File: src/hw/rtl/m3sh_pkg.sv
package m3sh_pkg;

  localparam int unsigned WordW  = 32;
  localparam int unsigned NbW    = 3;
  localparam int unsigned ApbAw  = 3;

  localparam logic [WordW-1:0] MixC1   = 32'hcc9e2d51;
  localparam logic [WordW-1:0] MixC2   = 32'h1b873593;
  localparam logic [WordW-1:0] MixAddH = 32'he6546b64;
  localparam logic [WordW-1:0] FinM1   = 32'h85ebca6b;
  localparam logic [WordW-1:0] FinM2   = 32'hc2b2ae35;
  localparam int unsigned      MixRotK = 15;
  localparam int unsigned      MixRotH = 13;

  localparam logic [NbW-1:0] NbFull = 3'd4;

  typedef enum logic [0:0] {
    REG_HASH_SEED = 1'b0,
    REG_NONE      = 1'b1
  } m3sh_reg_e;

  typedef enum logic [5:0] {
    ST_IDLE  = 6'b000001,
    ST_SCRAM = 6'b000010,
    ST_MIX   = 6'b000100,
    ST_FIN1  = 6'b001000,
    ST_FIN2  = 6'b010000,
    ST_EMIT  = 6'b100000
  } m3sh_state_e;

  typedef struct packed {
    logic load;
    logic scramble;
    logic mix;
    logic fin1;
    logic fin2;
    logic emit;
  } m3sh_cmd_t;

  typedef struct packed {
    logic last;
    logic out_busy;
  } m3sh_status_t;

  function automatic logic [WordW-1:0] rotl32(input logic [WordW-1:0] x,
                                              input int unsigned r);
    return (x << r) | (x >> (WordW - r));
  endfunction

  function automatic logic [WordW-1:0] tail_mask(input logic [NbW-1:0] nb);
    logic [WordW-1:0] m;
    case (nb)
      3'd0:    m = 32'h0000_0000;
      3'd1:    m = 32'h0000_00ff;
      3'd2:    m = 32'h0000_ffff;
      3'd3:    m = 32'h00ff_ffff;
      default: m = 32'hffff_ffff;
    endcase
    return m;
  endfunction

endpackage

File: src/hw/rtl/m3sh_in_if.sv
interface m3sh_in_if;
  logic        valid;
  logic        ready;
  logic [31:0] data_word;
  logic [2:0]  valid_bytes;
  logic        last_word;

  modport source (output valid, data_word, valid_bytes, last_word, input ready);
  modport sink (input valid, data_word, valid_bytes, last_word, output ready);
endinterface

File: src/hw/rtl/m3sh_out_if.sv
interface m3sh_out_if;
  logic        valid;
  logic        ready;
  logic [31:0] hash_value;

  modport source (output valid, hash_value, input ready);
  modport sink (input valid, hash_value, output ready);
endinterface

File: src/hw/rtl/murmur3_stream_hasher.sv
// MurmurHash3 x86 32-bit hasher for keys streamed as little-endian 32-bit words.
// Key words enter on key_i; the first key byte sits in data_word[7:0]. A word
// with last_word low always counts four bytes. The last word carries 0 to 4
// valid bytes in valid_bytes (values above 4 count as 4).
// The finished hash leaves on hash_o, one transaction per key, from a result
// register; the next key is taken in while that result still waits.
// Inside a key the next word is accepted during the mix of the previous one,
// after the second scramble multiply. The last word holds the block through
// scramble, mix and both finaliser steps until its hash is emitted into the
// result register. The single shared 32x32 multiplier, used in turn by the
// scramble and both finaliser steps, is why these steps run one after another.
// If the receiver stalls with a result still pending, the next finished hash
// waits in the finaliser and key_i is held off until the result is taken.
// The seed is written over the APB port at byte addresses 0 to 3 (paddr[2]
// low) and is sampled on the first word of each key. Reset clears the seed
// to zero, drops any key in progress and empties the result register.
module murmur3_stream_hasher
  import m3sh_pkg::*;
(
  input  logic             clk_i,
  input  logic             rst_ni,
  m3sh_in_if.sink          key_i,
  m3sh_out_if.source       hash_o,
  input  logic             psel,
  input  logic             penable,
  input  logic             pwrite,
  input  logic [ApbAw-1:0] paddr,
  input  logic [WordW-1:0] pwdata,
  output logic [WordW-1:0] prdata,
  output logic             pready
);

  logic [WordW-1:0] seed_q, seed_d;
  logic             reg_sel;
  m3sh_cmd_t        cmd;
  m3sh_status_t     status;

  assign pready  = 1'b1;
  assign reg_sel = (paddr[2] == REG_HASH_SEED);
  assign prdata  = reg_sel ? seed_q : '0;

  always_comb begin
    seed_d = seed_q;
    if (psel && penable && pwrite && reg_sel) begin
      seed_d = pwdata;
    end
  end

  always_ff @(posedge clk_i or negedge rst_ni) begin
    if (!rst_ni) begin
      seed_q <= '0;
    end else begin
      seed_q <= seed_d;
    end
  end

  m3sh_ctrl u_ctrl (
    .clk_i      (clk_i),
    .rst_ni     (rst_ni),
    .in_valid_i (key_i.valid),
    .in_ready_o (key_i.ready),
    .status_i   (status),
    .cmd_o      (cmd)
  );

  m3sh_datapath u_datapath (
    .clk_i         (clk_i),
    .rst_ni        (rst_ni),
    .cmd_i         (cmd),
    .status_o      (status),
    .seed_i        (seed_q),
    .data_word_i   (key_i.data_word),
    .valid_bytes_i (key_i.valid_bytes),
    .last_word_i   (key_i.last_word),
    .out_valid_o   (hash_o.valid),
    .out_ready_i   (hash_o.ready),
    .hash_value_o  (hash_o.hash_value)
  );

endmodule

File: src/hw/rtl/m3sh_datapath.sv
module m3sh_datapath
  import m3sh_pkg::*;
(
  input  logic                 clk_i,
  input  logic                 rst_ni,
  input  m3sh_cmd_t            cmd_i,
  output m3sh_status_t         status_o,
  input  logic [WordW-1:0]     seed_i,
  input  logic [WordW-1:0]     data_word_i,
  input  logic [NbW-1:0]       valid_bytes_i,
  input  logic                 last_word_i,
  output logic                 out_valid_o,
  input  logic                 out_ready_i,
  output logic [WordW-1:0]     hash_value_o
);

  logic [WordW-1:0] h_q, h_d;
  logic [WordW-1:0] k_q, k_d;
  logic [WordW-1:0] len_q, len_d;
  logic [NbW-1:0]   nb_q, nb_d;
  logic             last_q, last_d;
  logic             open_q, open_d;
  logic             out_valid_q, out_valid_d;
  logic [WordW-1:0] hash_q, hash_d;

  logic [NbW-1:0]   nb_in;
  logic [WordW-1:0] mul_a, mul_b, prod;
  logic [WordW-1:0] hx, hrot, hfull, hmix, len_sum;

  always_comb begin
    if (!last_word_i || (valid_bytes_i inside {[3'd5:3'd7]})) begin
      nb_in = NbFull;
    end else begin
      nb_in = valid_bytes_i;
    end
  end

  // One shared multiplier serves the block scramble and both finaliser steps.
  always_comb begin
    if (cmd_i.scramble) begin
      mul_a = rotl32(k_q, MixRotK);
      mul_b = MixC2;
    end else if (cmd_i.fin1) begin
      mul_a = h_q ^ (h_q >> 16);
      mul_b = FinM1;
    end else if (cmd_i.fin2) begin
      mul_a = h_q ^ (h_q >> 13);
      mul_b = FinM2;
    end else begin
      mul_a = data_word_i & tail_mask(nb_in);
      mul_b = MixC1;
    end
  end

  assign prod = mul_a * mul_b;

  assign hx      = h_q ^ k_q;
  assign hrot    = rotl32(hx, MixRotH);
  assign hfull   = (hrot << 2) + hrot + MixAddH;
  assign len_sum = len_q + {{(WordW-NbW){1'b0}}, nb_q};

  always_comb begin
    if (nb_q == NbFull) begin
      hmix = hfull;
    end else if (nb_q != '0) begin
      hmix = hx;
    end else begin
      hmix = h_q;
    end
  end

  always_comb begin
    h_d         = h_q;
    k_d         = k_q;
    len_d       = len_q;
    nb_d        = nb_q;
    last_d      = last_q;
    open_d      = open_q;
    out_valid_d = out_valid_q;
    hash_d      = hash_q;

    if (cmd_i.load) begin
      k_d    = prod;
      nb_d   = nb_in;
      last_d = last_word_i;
      open_d = 1'b1;
      if (!open_q) begin
        h_d   = seed_i;
        len_d = '0;
      end
    end
    if (cmd_i.scramble) begin
      k_d = prod;
    end
    if (cmd_i.mix) begin
      len_d = len_sum;
      if (last_q) begin
        h_d    = hmix ^ len_sum;
        open_d = 1'b0;
      end else begin
        h_d = hmix;
      end
    end
    if (cmd_i.fin1 || cmd_i.fin2) begin
      h_d = prod;
    end

    if (out_ready_i) begin
      out_valid_d = 1'b0;
    end
    if (cmd_i.emit) begin
      out_valid_d = 1'b1;
      hash_d      = h_q ^ (h_q >> 16);
    end
  end

  always_ff @(posedge clk_i) begin
    h_q    <= h_d;
    k_q    <= k_d;
    len_q  <= len_d;
    nb_q   <= nb_d;
    last_q <= last_d;
    hash_q <= hash_d;
  end

  always_ff @(posedge clk_i or negedge rst_ni) begin
    if (!rst_ni) begin
      open_q      <= 1'b0;
      out_valid_q <= 1'b0;
    end else begin
      open_q      <= open_d;
      out_valid_q <= out_valid_d;
    end
  end

  assign status_o.last     = last_q;
  assign status_o.out_busy = out_valid_q && !out_ready_i;
  assign out_valid_o       = out_valid_q;
  assign hash_value_o      = hash_q;

  a_last_mix_closes_key: assert property (@(posedge clk_i) disable iff (!rst_ni)
    (cmd_i.mix && last_q) |=> !open_q)
    else $error("key still open after mixing its last word");

  a_emit_sets_valid: assert property (@(posedge clk_i) disable iff (!rst_ni)
    cmd_i.emit |=> out_valid_q)
    else $error("result register not loaded after emit");

endmodule

File: src/hw/rtl/m3sh_ctrl.sv
module m3sh_ctrl
  import m3sh_pkg::*;
(
  input  logic         clk_i,
  input  logic         rst_ni,
  input  logic         in_valid_i,
  output logic         in_ready_o,
  input  m3sh_status_t status_i,
  output m3sh_cmd_t    cmd_o
);

  m3sh_state_e state_q, state_d;
  logic        accept;

  always_comb begin
    case (state_q)
      ST_IDLE: in_ready_o = 1'b1;
      ST_MIX:  in_ready_o = !status_i.last;
      default: in_ready_o = 1'b0;
    endcase
  end

  assign accept = in_valid_i && in_ready_o;

  always_comb begin
    state_d = state_q;
    cmd_o   = '0;
    cmd_o.load = accept;
    case (state_q)
      ST_IDLE: begin
        if (accept) begin
          state_d = ST_SCRAM;
        end
      end
      ST_SCRAM: begin
        cmd_o.scramble = 1'b1;
        state_d        = ST_MIX;
      end
      ST_MIX: begin
        cmd_o.mix = 1'b1;
        if (status_i.last) begin
          state_d = ST_FIN1;
        end else if (accept) begin
          state_d = ST_SCRAM;
        end else begin
          state_d = ST_IDLE;
        end
      end
      ST_FIN1: begin
        cmd_o.fin1 = 1'b1;
        state_d    = ST_FIN2;
      end
      ST_FIN2: begin
        cmd_o.fin2 = 1'b1;
        state_d    = ST_EMIT;
      end
      ST_EMIT: begin
        if (!status_i.out_busy) begin
          cmd_o.emit = 1'b1;
          state_d    = ST_IDLE;
        end
      end
      default: state_d = ST_IDLE;
    endcase
  end

  always_ff @(posedge clk_i or negedge rst_ni) begin
    if (!rst_ni) begin
      state_q <= ST_IDLE;
    end else begin
      state_q <= state_d;
    end
  end

  a_load_then_mix: assert property (@(posedge clk_i) disable iff (!rst_ni)
    cmd_o.load |=> ##1 cmd_o.mix)
    else $error("accepted word was not mixed two cycles later");

  a_emit_not_busy: assert property (@(posedge clk_i) disable iff (!rst_ni)
    cmd_o.emit |-> !status_i.out_busy)
    else $error("result overwritten while still waiting");

  a_last_finalises: assert property (@(posedge clk_i) disable iff (!rst_ni)
    (state_q == ST_MIX && status_i.last) |=> (state_q == ST_FIN1))
    else $error("last word did not start finalisation");

endmodule
File: src/flat_wrapper.sv
// flat-port wrapper written by rule: the top's interface ports become plain ports
module murmur3_stream_hasher_flat import m3sh_pkg::*;
  (clk_i, rst_ni, psel, penable, pwrite, paddr, pwdata, prdata, pready, key_i_valid, key_i_data_word, key_i_valid_bytes, key_i_last_word, key_i_ready, hash_o_valid, hash_o_hash_value, hash_o_ready);
  m3sh_in_if key_i_i ();
  m3sh_out_if hash_o_i ();
  input  logic clk_i;
  input  logic rst_ni;
  input  logic psel;
  input  logic penable;
  input  logic pwrite;
  input  logic [ApbAw-1:0] paddr;
  input  logic [WordW-1:0] pwdata;
  output logic [WordW-1:0] prdata;
  output logic pready;
  input wire logic [$bits(key_i_i.valid)-1:0] key_i_valid;
  input wire logic [$bits(key_i_i.data_word)-1:0] key_i_data_word;
  input wire logic [$bits(key_i_i.valid_bytes)-1:0] key_i_valid_bytes;
  input wire logic [$bits(key_i_i.last_word)-1:0] key_i_last_word;
  output wire logic [$bits(key_i_i.ready)-1:0] key_i_ready;
  output wire logic [$bits(hash_o_i.valid)-1:0] hash_o_valid;
  output wire logic [$bits(hash_o_i.hash_value)-1:0] hash_o_hash_value;
  input wire logic [$bits(hash_o_i.ready)-1:0] hash_o_ready;
  assign key_i_i.valid = key_i_valid;
  assign key_i_i.data_word = key_i_data_word;
  assign key_i_i.valid_bytes = key_i_valid_bytes;
  assign key_i_i.last_word = key_i_last_word;
  assign key_i_ready = key_i_i.ready;
  assign hash_o_valid = hash_o_i.valid;
  assign hash_o_hash_value = hash_o_i.hash_value;
  assign hash_o_i.ready = hash_o_ready;
  murmur3_stream_hasher u_core (.clk_i(clk_i), .rst_ni(rst_ni), .key_i(key_i_i), .hash_o(hash_o_i), .psel(psel), .penable(penable), .pwrite(pwrite), .paddr(paddr), .pwdata(pwdata), .prdata(prdata), .pready(pready));
endmodule
File: config.mk
export PLATFORM = sky130hd
export DESIGN_NAME = murmur3_stream_hasher_flat
export DESIGN_NICKNAME = d
export VERILOG_FILES = /design/src/hw/rtl/m3sh_pkg.sv /design/src/hw/rtl/m3sh_in_if.sv /design/src/hw/rtl/m3sh_out_if.sv /design/src/hw/rtl/murmur3_stream_hasher.sv /design/src/hw/rtl/m3sh_datapath.sv /design/src/hw/rtl/m3sh_ctrl.sv /design/src/flat_wrapper.sv
export SDC_FILE = /design/constraint.sdc
export NUM_CORES = 2
export LEC_CHECK = 0
export BUFFER_PORTS_ARGS = -buffer_cell sky130_fd_sc_hd__buf_2
export CORE_MARGIN = 1.5
export CORE_UTILIZATION = 38
export DETAILED_ROUTE_END_ITERATION = 12
export GPL_ROUTABILITY_DRIVEN = 0
export GPL_TIMING_DRIVEN = 0
export PLACE_DENSITY = 0.59
export RECOVER_POWER = 100
export SLEW_MARGIN = 20
export SYNTH_ARGS = -nofsm -noshare
export SYNTH_HDL_FRONTEND = slang
export SYNTH_SLANG_ARGS = --single-unit
File: constraint.sdc
create_clock -name clk_i -period 14.5 [get_ports clk_i]
set_input_delay 2.9 -clock clk_i [delete_from_list [all_inputs] [get_ports clk_i]]
set_output_delay 2.9 -clock clk_i [all_outputs]
set_load 0.01 [all_outputs]
==> run metrics <==
Fin Setup TNS 0 ns; Final WS setup ~0.96 ns; first-pass GRT wire length 145 mm; worst-margin pin slew 2.72 ns; CTS sink cnt 172; grt total ovfl 0; Hold WC Path Type reg -> reg; CTS tree yes; Final HPWL DP roughly 85 mm; CP max-delay cell o21ai_0; core box area approximately 70000 um2; clock root buffer clkbuf_16; mapped cell area 26200 um2; CTS Buf Count 17; reg-to-reg endpoint u_core.u_datapath.h_q[31]; fmax roughly 74 MHz; CP Launch Point key_i_last_word; dpl ws between 1 and 1.5 ns; Main synth FF type edfxtp_1; setup repair bufs after CTS 0; largest net degree at the start of global routing between 40 and 50; Required @ worst endpoint 14.77 ns; RSZ-0062 raised after global routing false; placed instance count between 3000 and 4000; RR Startpoint u_core.u_ctrl.state_q[4]; WHS Endpoint u_core.u_datapath.hash_value_o[17]; DR vias/cell ~5.5; Avg WL per Cell roughly 26 um; register area share after synthesis approximately a fifth; # setup viols final 0; die span in y ~270 um; #FFs+latches synth 172; DR vias ~21000; FFs w/ async S/R, synth roughly a quarter; chip width ~270 um; Final Max Slew Viols 74; CP peak stage delay between 1 and 1.5 ns; share of post-route cells with drive strength above 1 5.66%; final WL between 100 and 150 mm; GR Util All Layers about 29%; total of max-cap violations 4; critical path's most frequent cell fa_1; H-tree Lvls 4; R2R depth 34; Yosys Warn Count 0; synth unique cells just over 80; initial antenna violation count 3; HP Start u_core.u_datapath.h_q[17]; crit path DAT between 10 and 15 ns; cts hold-fix bufs 0; Worst Hold Path Cells 0; # IOs 145; failing checks max-capacitance violations, max-slew violations; Rel. slew slack -81.4%; critical setup path kind in -> reg; critical path endpoint category flip-flop; vias in the first global route ~22000; first-iteration detailed-routing DRC count between 2000 and 3000; crit start category input port; initial core utilization approximately two fifths; die area a little over 70000 um2; Post-CTS Resized 0; Filler Cell Count between 6000 and 7000; Post-route DRC 0; Final Util about two fifths; ant diodes 0; Port Buf Inserts roughly 140; row count 96; main area contributors after synthesis fa_1 31%, edfxtp_1 15%, inv_1 9.0%; worst skew pair latency 0.48 ns; final cell count without fillers between 3000 and 4000; post-layout min period about 14 ns; top-area cell type share of the netlist area 31.1%; area delta synth->final 8.98%; post-synthesis cell count around 2800; outcome finished, violations left; EDFF count, synth ~130; CP Max Fanout 9; R2R setup slack 2.09 ns; Clock Path Buffers 2; Synth Area per Inst about 9.3 um2; register clock-pin slew on the reported worst setup and hold paths approximately 0.09 ns; leading area contributor after synthesis fa_1; final-report hold violation count 0; DR pass1 iterations 6; Tcrit/Tclk final approximately 93%; clk_skew between 0.02 and 0.03 ns; Final #Nets 3660; remaining antenna violation count 0
==> cell type report <==
type | count | area (um2) | area share, %
multi-input combinational | 1910 | 18400 | 64.4
sequential | 172 | 4970 | 17.4
inverter | 634 | 2380 | 8.32
tap | 882 | 1100 | 3.86
timing repair buffer | 146 | 638 | 2.23
buffer | 112 | 445 | 1.56
clock buffer | 17 | 425 | 1.49
clock inverter | 15 | 206 | 0.722
==> cell families after synthesis <==
| kind of cell | share of synthesized area, % |
|---|---|
| xor+xnor | 7.42 |
| fa+ha+maj | 39.7 |
| simple gates | 11.9 |
| mux | 1.98 |
| compound gates | 9.23 |
| other cells | 0.0143 |
| flops | 18.9 |
| buf+inv | 10.8 |
==> cells in the final DEF (no fill, tap or decap), types with 45 or more instances in the layout <==
| cell type | count |
|---|---|
| fa_1 | 407 |
| buf_2 | 77 |
| xnor2_1 | 122 |
| xor2_1 | 90 |
| clkbuf_1 | 169 |
| nor2b_1 | 45 |
| edfxtp_1 | 132 |
| a21oi_1 | 120 |
| o21ai_0 | 107 |
| nor2_1 | 148 |
| nand2_1 | 273 |
| ha_1 | 182 |
| inv_1 | 628 |
==> worst max path at each step <==
stage | slack (ns) | end
final | 0.96 | u_core.u_datapath.h_q[29]
after global placement | 0.82 | u_core.u_datapath.h_q[30]
after floorplan | 3.59 | u_core.u_datapath.h_q[31]
after detailed placement | 1.49 | u_core.u_datapath.h_q[31]
after CTS | 1.97 | u_core.u_datapath.h_q[31]
after global routing | 0.67 | u_core.u_datapath.h_q[29]
==> worst max-delay path: cells and delay by family <==
family                     cells  cell delay [ns]
adders and majority gates      9             3.97
xor gates and xnor gates       1             0.44
buffers and inverters          9             1.95
AOI/OAI and AO/OA              9             3.58
and+or+nand+nor                6             0.94
==> per-stage QoR <==
stage	cell area (um2)	hold WS [ns]
2_1_floorplan	26200	0.424
3_3_place_gp	28000	0.443
3_5_place_dp	28200	0.438
4_1_cts	28800	0.460
5_1_grt	28600	0.466
6_report	28600	0.459
==> flip-flops by register name, summed over array words and instances, names as in the netlist <==
register	flops
u_core.seed_q	32
u_core.u_datapath.nb_q	3
u_core.u_datapath.h_q	32
u_core.u_ctrl.state_q	6
u_core.u_datapath.k_q	32
u_core.u_datapath.open_q	1
u_core.u_datapath.last_q	1
u_core.u_datapath.hash_value_o	32
u_core.u_datapath.out_valid_o	1
u_core.u_datapath.len_q	32
==> Yosys cell counts, types with 51 or more instances <==
library cell,instances
xnor2_1,122
and2_1,51
a21oi_1,120
nor2_1,148
fa_1,407
inv_1,628
nand2_1,273
o21ai_0,106
clkbuf_1,90
edfxtp_1,132
xor2_1,90
ha_1,182
==> per-layer routing <==
metal  GRT usage [%]  vias up  part of all wire, %
met3            9.52      289                   13
li1                -     9188                    -
met4            14.0        6                  5.7
met5               0        -                0.045
met1            39.6    10600                   41
met2            41.1     1367                   41
Power is not shown: default switching activity piles up to over one toggle a cycle in this logic, so the estimate is an artifact.
